File: config.mk
export PLATFORM = sky130hd
export DESIGN_NAME = reversible_deque_unit
export DESIGN_NICKNAME = d
export VERILOG_FILES = /design/src/hw/rtl/rdq_pkg.sv /design/src/hw/rtl/reversible_deque_unit.sv /design/src/hw/rtl/rdq_ram.sv
export SDC_FILE = /design/constraint.sdc
export NUM_CORES = 2
export LEC_CHECK = 0
export BUFFER_PORTS_ARGS = -buffer_cell sky130_fd_sc_hd__buf_4
export CAP_MARGIN = 5
export CORE_ASPECT_RATIO = 0.7
export CORE_UTILIZATION = 60
export CTS_BUF_LIST = sky130_fd_sc_hd__clkbuf_4
export DETAILED_ROUTE_END_ITERATION = 16
export PLACE_DENSITY = 0.78
export SYNTH_ARGS = -nofsm -noshare
export SYNTH_HDL_FRONTEND = slang
export SYNTH_HIERARCHICAL = 1
export SYNTH_SLANG_ARGS = --single-unit
File: constraint.sdc
create_clock -name clk -period 5.9 [get_ports clk]
set_clock_uncertainty 0.2 [all_clocks]
set_input_delay 1.18 -clock clk [delete_from_list [all_inputs] [get_ports clk]]
set_output_delay 1.18 -clock clk [all_outputs]
set_load 0.03 [all_outputs]
File: src/hw/rtl/rdq_pkg.sv
// ----------------------------------------------------------------------------
// rdq_pkg: shared types and constants of the reversible deque
// Operation and status codes, beat structs for the command and response
// channels, and default sizing.
// ----------------------------------------------------------------------------
package rdq_pkg;

	localparam int DEPTH_DEF = 64;
	localparam int DATA_W    = 32;
	localparam int OP_W      = 3;
	localparam int STATUS_W  = 2;
	localparam int OCC_W     = 7;

	typedef enum logic [OP_W-1:0] {
		OP_PUSH_FRONT = 3'd0,
		OP_PUSH_BACK  = 3'd1,
		OP_POP_FRONT  = 3'd2,
		OP_POP_BACK   = 3'd3,
		OP_REVERSE    = 3'd4
	} op_t;

	typedef enum logic [STATUS_W-1:0] {
		ST_DONE  = 2'd0,
		ST_EMPTY = 2'd1,
		ST_FULL  = 2'd2
	} status_t;

	typedef struct packed {
		logic [OP_W-1:0]          operation;
		logic signed [DATA_W-1:0] value;
	} cmd_t;

	typedef struct packed {
		logic signed [DATA_W-1:0] popped_value;
		logic [STATUS_W-1:0]      status;
		logic [OCC_W-1:0]         occupancy;
	} rsp_t;

endpackage

File: src/hw/rtl/reversible_deque_unit.sv
// ----------------------------------------------------------------------------
// reversible_deque_unit: bounded double-ended queue with constant-time reverse
// Ring of DEPTH signed 32-bit entries; push/pop at either end, reverse.
// ----------------------------------------------------------------------------
// The deque takes one command beat per cycle while the response side does not
// stall, and returns exactly one response beat per command, in order, through
// stage 1 and the output register. Entries live in a RAM with a registered
// read; the first-slot pointer, entry count and orientation flag are
// registers updated in the accept cycle, and the RAM read of a pop completes
// in the next cycle. A push reaches the RAM before any later pop can read it,
// so back-to-back commands need no forwarding. A pop on an empty deque
// returns zero with status empty; a push on a full deque is dropped with
// status full. Reverse toggles which physical end is the logical front.
// Occupancy reports the entry count after the command, in its low seven bits.
module reversible_deque_unit #(
	parameter int DEPTH = rdq_pkg::DEPTH_DEF
) (
	input  logic         clk,
	input  logic         arst_n,
	input  logic         cmd_valid,
	output logic         cmd_ready,
	input  rdq_pkg::cmd_t cmd,
	output logic         rsp_valid,
	input  logic         rsp_ready,
	output rdq_pkg::rsp_t rsp
);

	localparam int IDX_W = $clog2(DEPTH);
	localparam int CNT_W = $clog2(DEPTH + 1);
	localparam int SUM_W = CNT_W + 1;

	// pointer state
	logic [IDX_W-1:0] first_q, first_d;
	logic [CNT_W-1:0] count_q, count_d;
	logic             rev_q, rev_d;

	// pipeline and output registers
	logic                 valid_s1;
	logic                 pop_s1;
	rdq_pkg::status_t     status_s1;
	logic [CNT_W-1:0]     count_s1;
	logic                 rsp_valid_q;
	rdq_pkg::rsp_t        rsp_q;

	// combinational
	logic                 cmd_acc;
	logic                 out_free;
	logic                 wr_en, rd_en, wr_req, rd_req;
	logic [IDX_W-1:0]     wr_addr, rd_addr;
	logic [rdq_pkg::DATA_W-1:0] rd_data;
	logic                 pop_d;
	rdq_pkg::status_t     status_d;
	logic [SUM_W-1:0]     tail_sum, last_sum;
	logic [IDX_W-1:0]     tail_slot, last_slot, prev_first, next_first;

	// handshake
	assign out_free  = !rsp_valid_q || rsp_ready;
	assign cmd_ready = !valid_s1 || out_free;
	assign cmd_acc   = cmd_valid && cmd_ready;
	assign rsp_valid = rsp_valid_q;
	assign rsp       = rsp_q;

	// ring slot arithmetic
	always_comb begin
		tail_sum = SUM_W'(first_q) + SUM_W'(count_q);
		last_sum = tail_sum - SUM_W'(1);
		if (tail_sum >= SUM_W'(DEPTH)) begin
			tail_sum = tail_sum - SUM_W'(DEPTH);
		end
		if (last_sum >= SUM_W'(DEPTH)) begin
			last_sum = last_sum - SUM_W'(DEPTH);
		end
		tail_slot  = tail_sum[IDX_W-1:0];
		last_slot  = last_sum[IDX_W-1:0];
		prev_first = (first_q == '0) ? IDX_W'(DEPTH - 1) : first_q - IDX_W'(1);
		next_first = (first_q == IDX_W'(DEPTH - 1)) ? '0 : first_q + IDX_W'(1);
	end

	// decode the command: next pointer state and RAM access
	always_comb begin
		first_d  = first_q;
		count_d  = count_q;
		rev_d    = rev_q;
		wr_req   = 1'b0;
		wr_addr  = tail_slot;
		rd_req   = 1'b0;
		rd_addr  = first_q;
		pop_d    = 1'b0;
		status_d = rdq_pkg::ST_DONE;
		unique case (cmd.operation)
			rdq_pkg::OP_PUSH_FRONT, rdq_pkg::OP_PUSH_BACK: begin
				if (count_q == CNT_W'(DEPTH)) begin
					status_d = rdq_pkg::ST_FULL;
				end else begin
					wr_req  = 1'b1;
					count_d = count_q + CNT_W'(1);
					if ((cmd.operation == rdq_pkg::OP_PUSH_FRONT) != rev_q) begin
						first_d = prev_first;
						wr_addr = prev_first;
					end
				end
			end
			rdq_pkg::OP_POP_FRONT, rdq_pkg::OP_POP_BACK: begin
				if (count_q == '0) begin
					status_d = rdq_pkg::ST_EMPTY;
				end else begin
					rd_req  = 1'b1;
					pop_d   = 1'b1;
					count_d = count_q - CNT_W'(1);
					if ((cmd.operation == rdq_pkg::OP_POP_FRONT) != rev_q) begin
						first_d = next_first;
					end else begin
						rd_addr = last_slot;
					end
				end
			end
			rdq_pkg::OP_REVERSE: begin
				rev_d = !rev_q;
			end
			default: begin
			end
		endcase
	end

	assign wr_en = wr_req && cmd_acc;
	assign rd_en = rd_req && cmd_acc;

	rdq_ram #(
		.WIDTH (rdq_pkg::DATA_W),
		.DEPTH (DEPTH)
	) u_ram (
		.clk     (clk),
		.wr_en   (wr_en),
		.wr_addr (wr_addr),
		.wr_data (cmd.value),
		.rd_en   (rd_en),
		.rd_addr (rd_addr),
		.rd_data (rd_data)
	);

	// advance pointer state on an accepted beat
	always_ff @(posedge clk or negedge arst_n) begin
		if (!arst_n) begin
			first_q <= '0;
			count_q <= '0;
			rev_q   <= 1'b0;
		end else if (cmd_acc) begin
			first_q <= first_d;
			count_q <= count_d;
			rev_q   <= rev_d;
		end
	end

	// stage 1: hold result metadata while the RAM read completes
	always_ff @(posedge clk or negedge arst_n) begin
		if (!arst_n) begin
			valid_s1 <= 1'b0;
		end else if (cmd_ready) begin
			valid_s1 <= cmd_valid;
		end
	end

	always_ff @(posedge clk) begin
		if (cmd_acc) begin
			pop_s1    <= pop_d;
			status_s1 <= status_d;
			count_s1  <= count_d;
		end
	end

	// output register: take the stage 1 beat when the slot is free
	always_ff @(posedge clk or negedge arst_n) begin
		if (!arst_n) begin
			rsp_valid_q <= 1'b0;
		end else if (out_free) begin
			rsp_valid_q <= valid_s1;
		end
	end

	always_ff @(posedge clk) begin
		if (out_free && valid_s1) begin
			rsp_q.popped_value <= pop_s1 ? signed'(rd_data) : '0;
			rsp_q.status       <= status_s1;
			rsp_q.occupancy    <= rdq_pkg::OCC_W'(count_s1);
		end
	end

	// checks
	a_count_bound: assert property (@(posedge clk) disable iff (!arst_n)
		count_q <= CNT_W'(DEPTH))
		else $error("entry count exceeds depth");

	a_full_occ: assert property (@(posedge clk) disable iff (!arst_n)
		rsp_valid && rsp.status == rdq_pkg::ST_FULL |->
			rsp.occupancy == rdq_pkg::OCC_W'(DEPTH) && rsp.popped_value == '0)
		else $error("full response with wrong occupancy or value");

	a_empty_occ: assert property (@(posedge clk) disable iff (!arst_n)
		rsp_valid && rsp.status == rdq_pkg::ST_EMPTY |->
			rsp.occupancy == '0 && rsp.popped_value == '0)
		else $error("empty response with wrong occupancy or value");

	a_accept_s1: assert property (@(posedge clk) disable iff (!arst_n)
		cmd_acc |=> valid_s1)
		else $error("accepted beat lost before stage 1");

endmodule

File: src/hw/rtl/rdq_ram.sv
// ----------------------------------------------------------------------------
// rdq_ram: generic simple dual-port RAM
// One write port and one read port, read data registered.
// ----------------------------------------------------------------------------
module rdq_ram #(
	parameter int WIDTH = rdq_pkg::DATA_W,
	parameter int DEPTH = rdq_pkg::DEPTH_DEF
) (
	input  logic                     clk,
	input  logic                     wr_en,
	input  logic [$clog2(DEPTH)-1:0] wr_addr,
	input  logic [WIDTH-1:0]         wr_data,
	input  logic                     rd_en,
	input  logic [$clog2(DEPTH)-1:0] rd_addr,
	output logic [WIDTH-1:0]         rd_data
);

	logic [WIDTH-1:0] mem [DEPTH];

	// write the addressed entry
	always_ff @(posedge clk) begin
		if (wr_en) begin
			mem[wr_addr] <= wr_data;
		end
	end

	// register the read data, hold it between reads
	always_ff @(posedge clk) begin
		if (rd_en) begin
			rd_data <= mem[rd_addr];
		end
	end

endmodule

==> Yosys cells after proc, flatten, opt, wreduce, memory -nomap -nowiden <==
Memories as Yosys holds them, arrays and structs flattened. A register that Yosys moved wholly into a read port is not among the register bits.
Cells that the tools add are included.
{ "classes": {"n_reduce_logical": 17, "muxes": 27, "order_cmp": 2, "n_addsub": 8, "n_eq_ne": 12} }
{ "op_table": {"columns": ["operator", "n"], "rows": [
  ["6-bit 2-to-1 mux", 14],
  ["6-bit by 1-bit subtractor with 6-bit output, second input constant", 3],
  ["8-bit by 7-bit >= comparator with 1-bit output, second input constant", 2],
  ["7-bit 2-to-1 mux", 2],
  ["7-bit case mux with 2 select lines", 1],
  ["6-bit case mux with 2 select lines", 1],
  ["6-bit by 7-bit adder with 8-bit output", 1],
  ["2-bit != test, second input constant", 4],
  ["8-bit by 1-bit subtractor with 8-bit output, second input constant", 1],
  ["7-bit by 1-bit adder with 7-bit output, second input constant", 1],
  ["7-bit == test, second input constant", 1],
  ["7-bit logical NOT", 1],
  ["1-bit 2-to-1 mux", 7],
  ["7-bit by 1-bit subtractor with 7-bit output, second input constant", 1],
  ["6-bit by 1-bit adder with 6-bit output, second input constant", 1],
  ["3-bit by 2-bit == test with 1-bit output, second input constant", 2],
  ["6-bit == test, second input constant", 1],
  ["6-bit logical NOT", 1],
  ["6-bit AND reduction", 1],
  ["1-bit logical AND", 4],
  ["2-bit case mux with 2 select lines", 1],
  ["2-bit OR reduction", 2],
  ["3-bit by 1-bit == test with 1-bit output, second input constant", 1],
  ["3-bit == test, second input constant", 1],
  ["7 further kinds", 11]
]} }
{ "word_totals": {"ramBits": 2048, "output_inout_bits": 43, "mem_count": 1, "elab_cells": 78, "register_bits": 67} }
{ "mem_list": {"columns": ["name", "depth", "word_bits", "rd", "rd_clocked_by_memory_dff", "write_ports", "line", "text"], "rows": [
  ["u_ram.mem", 64, 32, 1, 1, 1, "rdq_ram.sv:18", "logic [WIDTH-1:0] mem [DEPTH];"]
]} }

==> Longest topological paths before layout <==
{ "depth": {"ltp_word": 7, "depth_mapped": 19, "depth_no_buf": 14} }

==> By module <==
Netlist, hierarchy kept.
{ "modules_own_cells": {"columns": ["mod", "instances", "area_each_um2", "cells_per_inst"], "rows": [
  ["rdq_ram", 1, 78835.6, 3324],
  ["reversible_deque_unit", 1, 3550.9, 326]
]} }

==> Worst setup path before layout <==
No wires, ideal clock.
{ "synth_path": {"kind": "input-to-reg", "from": "input port cmd[33] (netlist name)", "to": "memory u_ram/mem[49][0] (netlist name), enable pin", "path_slack_ns": 0.484, "arrival_time_ns": 4.755, "required_ns": 5.239, "path_stages": 9, "n_path_buf": 2, "cell_sequence": "buf_2 -> nor2_1 -> nand2_1 -> nor2_1 -> buf_6 -> nor2_1 -> a31oi_1 -> nand4_1 -> nor3_1"} }
{ "synth_rtl": {"columns": ["element", "line", "text"], "rows": [
  ["start, declared", "reversible_deque_unit.sv:22", "input rdq_pkg::cmd_t cmd,"],
  ["3-bit logical NOT", "reversible_deque_unit.sv:90, reversible_deque_unit.sv:97", null],
  ["1-bit != test", "reversible_deque_unit.sv:97", "if ((cmd.operation == rdq_pkg::OP_PUSH_FRONT) != rev_q) begin"],
  ["6-bit 2-to-1 mux", "reversible_deque_unit.sv:97", null],
  ["6-bit 2-to-1 mux", "reversible_deque_unit.sv:92", "if (count_q == CNT_W'(DEPTH)) begin"],
  ["6-bit 2-to-1 mux (*)", "reversible_deque_unit.sv:90", "unique case (cmd.operation)"],
  ["net wr_addr[0]", "reversible_deque_unit.sv:49", "logic [IDX_W-1:0] wr_addr, rd_addr;"],
  ["end, declared", "rdq_ram.sv:18", null]
]} }
The timed path passes the listed nets; every way through them passes the cells marked *.

==> Worst setup path after layout <==
{ "layout_path": {"from": "register count_q[1]", "to": "register u_ram.rd_data[29] (read register of u_ram.mem), data pin"} }
{ "layout_between": {"elab_chain_len": 7} }
{ "layout_lines": {"columns": ["element", "line", "text"], "rows": [
  ["start, declared", "reversible_deque_unit.sv:34", "logic [CNT_W-1:0] count_q, count_d;"],
  ["start signal, assigned", "reversible_deque_unit.sv:149", "count_q <= count_d;"],
  ["6-bit by 7-bit adder with 8-bit output", "reversible_deque_unit.sv:65", "tail_sum = SUM_W'(first_q) + SUM_W'(count_q);"],
  ["8-bit by 1-bit subtractor with 8-bit output", "reversible_deque_unit.sv:66", "last_sum = tail_sum - SUM_W'(1);"],
  ["8-bit by 7-bit >= comparator with 1-bit output or 6-bit by 1-bit subtractor with 6-bit output (tied branches)", "reversible_deque_unit.sv:70, reversible_deque_unit.sv:71", null],
  ["6-bit 2-to-1 mux", "reversible_deque_unit.sv:70", "if (last_sum >= SUM_W'(DEPTH)) begin"],
  ["6-bit 2-to-1 mux", "reversible_deque_unit.sv:110", "if ((cmd.operation == rdq_pkg::OP_POP_FRONT) != rev_q) begin"],
  ["6-bit 2-to-1 mux (*)", "reversible_deque_unit.sv:104", "if (count_q == '0) begin"],
  ["6-bit 2-to-1 mux (*)", "reversible_deque_unit.sv:90", null],
  ["net rd_addr[2]", "reversible_deque_unit.sv:49", null],
  ["end, declared", "rdq_ram.sv:15", "output logic [WIDTH-1:0] rd_data"]
]} }
Marks and branches as above.
A chain may end at the register's enable or synchronous reset.

==> flow_summary.json <==
{
  "outcome": "complete, no violations",
  "endpoint_kind": "flop",
  "hpwl_um": 115000,
  "wl_um": 205000,
  "dp.cells": 5571,
  "cts_buffers": 472,
  "crit_family": "compound AO/OA/AOI/OAI gates",
  "synth_seq_area_share": 0.782,
  "vias": 42200,
  "slew_violations": 0,
  "die_h_um": 312,
  "min_period_ns": 5.48,
  "cp_slowest_cell": "a21oi_1",
  "min_path_type": "input pin to flop",
  "hold_violations": 0,
  "reg2reg_from": "count_q[1]",
  "crit_path_cell_trace": "inv_1 -> ha_1 -> nor3b_4 -> nand3b_1 -> buf_4 -> nand3_2 -> buf_4 -> nand2_1 -> o21ai_4 -> buf_12 -> buf_12 -> buf_12 -> mux4_2 -> mux2i_1 -> a21oi_1 -> a21oi_1 -> nor2_1",
  "antenna_found_initial": 12,
  "r2r.worst_path.cells": 17,
  "min_path_cells": 1,
  "slew_headroom": 0.100,
  "syn-mean-instance-area_um2": 22.6,
  "drive_gt1_frac": 0.360,
  "path_common_cell": "buf_12",
  "initial_core_util": 0.606,
  "synth_cell_types": 63,
  "cts_tree": "done",
  "worst_setup_path_start_kind": "flop",
  "required_ns": 6.66,
  "crit_type": "flop to flop",
  "gp_congestion": 0.862,
  "grt_pass1_vias": 42400,
  "cts.htree.levels": 5,
  "cap_viol_max_count": 0,
  "die_area_um2": 139000,
  "place.port_buffers": 81,
  "grt_max_degree": 77,
  "cts_setup_buffers": 0,
  "rrSetupSlack_ns": 0.42,
  "synth_fp_nets": 3701,
  "rsz0062_at_grt": "no",
  "p_leak_nw": 29.5,
  "crit_buf_inv": 6,
  "fin_cells": 6391,
  "synth-async-reset-ratio": 0.00745,
  "period_share": 0.929,
  "synth_edf_count": 2131,
  "max_freq_mhz": 183,
  "min_from": "cmd[3]",
  "crit_path_max_fanout": 24,
  "clock_latency_ns": 1.38,
  "cp_data_arrival_time_ns": 6.24,
  "dr.pass1.iters": 8,
  "critPathMaxStageDelay_ns": 1.02,
  "ir_drop_mv": 0.492,
  "core_um2": 136000,
  "post_drt_wl_per_cell_um": 32.1,
  "worstMarginPinSlew_ns": 1.35,
  "ys_warn_count": 6,
  "drtIter0Drc": 6094,
  "ys_ff_latch": 2147,
  "ioPinCount": 82,
  "fin_ws_ns": 0.421,
  "syn_inst": 3650,
  "grt_first_pass_wirelength_um": 294000,
  "netlist_area_um2": 82400,
  "holdPathEnd": "u_ram/mem[8][3]",
  "nets": 4263,
  "setup_tns_ns": 0,
  "dpl_cell_area_um2": 86900,
  "syn_to_final_growth_pct": 12.6,
  "grt.total_usage": 0.300,
  "clock_sinks": 2147,
  "power_density_nw_per_um2": 493,
  "r2r_end": "u_ram/rd_data[29]",
  "drc": 0,
  "cts_resized": 0,
  "synth-main-ff-cell": "edfxtp_1",
  "grt_overflow": 0,
  "dieWidth_um": 445,
  "fp-row-count": 113,
  "root_buffer": "clkbuf_4",
  "viasPerCell": 6.61,
  "dp_slack_ns": 0.345,
  "cts.reportedPaths.clkPinSlew_ns": 0.08,
  "antenna_left": 0,
  "cts_max_path_buffers": 4,
  "setup_viol": 0,
  "fin_area_um2": 92800
}
[state kept, by name, indices dropped and copies added (netlist names), 2 cells and up]
signal / cells
count_q: 7
count_s1: 7
first_q: 6
rsp: 41
status_s1: 2
u_ram/mem: 2048
u_ram/rd_data: 32
[through the flow]
stage | power [mW] | util | hold WS, ns
detailed placement | 34.7 | 0.639 | 0.228
global route | 47.2 | 0.683 | 0.152
floorplan | 28.2 | - | 0.200
CTS | 45.7 | 0.683 | 0.0859
finish | 45.7 | 0.683 | 0.179
global placement | 34.5 | 0.639 | 0.215
[worst reg2reg max path, cell delays in order (launching register included)]
cell and delay [ns]:
dfrtp_1 0.48, inv_1 0.18, ha_1 0.26, nor3b_4 0.34, nand3b_1 0.11, buf_4 0.20
nand3_2 0.14, buf_4 0.22, nand2_1 0.12, o21ai_4 0.21, buf_12 0.26, buf_12 0.25
buf_12 0.25, mux4_2 0.32, mux2i_1 0.26, a21oi_1 0.11, a21oi_1 1.02, nor2_1 0.20
[worst max path at each step]
stage,cells past startpoint,to,from
floorplan,9,u_ram/mem[49][0],cmd[33]
global route,15,u_ram/rd_data[29],count_q[1]
finish,17,u_ram/rd_data[29],count_q[1]
global placement,15,u_ram/rd_data[27],cmd[33]
detailed placement,15,u_ram/rd_data[27],cmd[33]
CTS,17,u_ram/rd_data[27],count_q[1]
[synthesized netlist by cell type, types with 12 or more instances]
cell type	instances	area [um2]
edfxtp_1	2131	64000
mux4_2	544	12300
nor2_1	168	631
mux2i_1	94	941
o22ai_1	86	538
clkbuf_1	78	293
a21oi_1	76	380
buf_2	60	300
nand2_1	47	176
and2_1	35	219
buf_4	29	218
o221ai_1	27	236
o21ai_0	25	125
buf_1	22	82.6
nor2b_1	18	113
dfrtp_1	16	400
nand3_1	16	80.1
a22oi_1	14	105
nor3_1	12	60.1
[kinds of logic (layout without fill, tap and decap cells)]
group	Yosys count	count (layout)	synth area share
DFF	2147	2147	0.782
muxes	639	639	0.160
and+or+nand+nor	351	351	0.0205
AOI/OAI and AO/OA	273	273	0.0211
buffers and inverters	210	1103	0.0127
xor gates and xnor gates	18	18	0.00191
adders and majority gates	12	12	0.00191
other	0	8	0
[per-layer routing]
metal	part of all wire	track usage	vias to the layer above
met5	0	0	-
met3	0.13	0.0764	403
li1	-	-	16900
met1	0.38	0.442	21700
met4	0.035	0.119	0
met2	0.46	0.439	3217
[repair_timing]
action                                 CTS  global route
setup endpoints to repair                0             0
endpoints found under the hold margin   21             0
hold buffers                             7             0
[cells in the final DEF, fill, tap and decap left out, types with 18 or more instances in the layout]
cell,netlist,final
edfxtp_1,2131,2131
nor2_4,0,63
o21ai_0,25,20
mux4_2,544,544
clkbuf_4,0,710
buf_4,29,235
a21oi_1,76,75
nor2_1,168,105
o221ai_1,27,27
nand2_1,47,47
clkinv_1,0,78
nor2b_1,18,18
mux2i_1,94,94
and2_1,35,34
o22ai_1,86,86
buf_12,0,45
[power by group]
| group | leakage, nW | switching [mW] | total, mW | internal (mW) |
|---|---|---|---|---|
| clock | 3.50 | 5.46 | 11.1 | 5.62 |
| sequential | 19.4 | 0.250 | 17.6 | 17.3 |
| combinational | 6.58 | 9.95 | 17.1 | 7.13 |
[final cells by class]
cell class,instances,area [um2]
fillers,8172,43100
inverters,11,41.3
repair buffers,287,2740
diodes,8,20.0
multi-input cells,1293,17500
flip-flops and latches,2147,64400
well taps,1840,2300
clock buffers,710,5330
clock inverters,95,474
(Power assumes the default switching activity.)
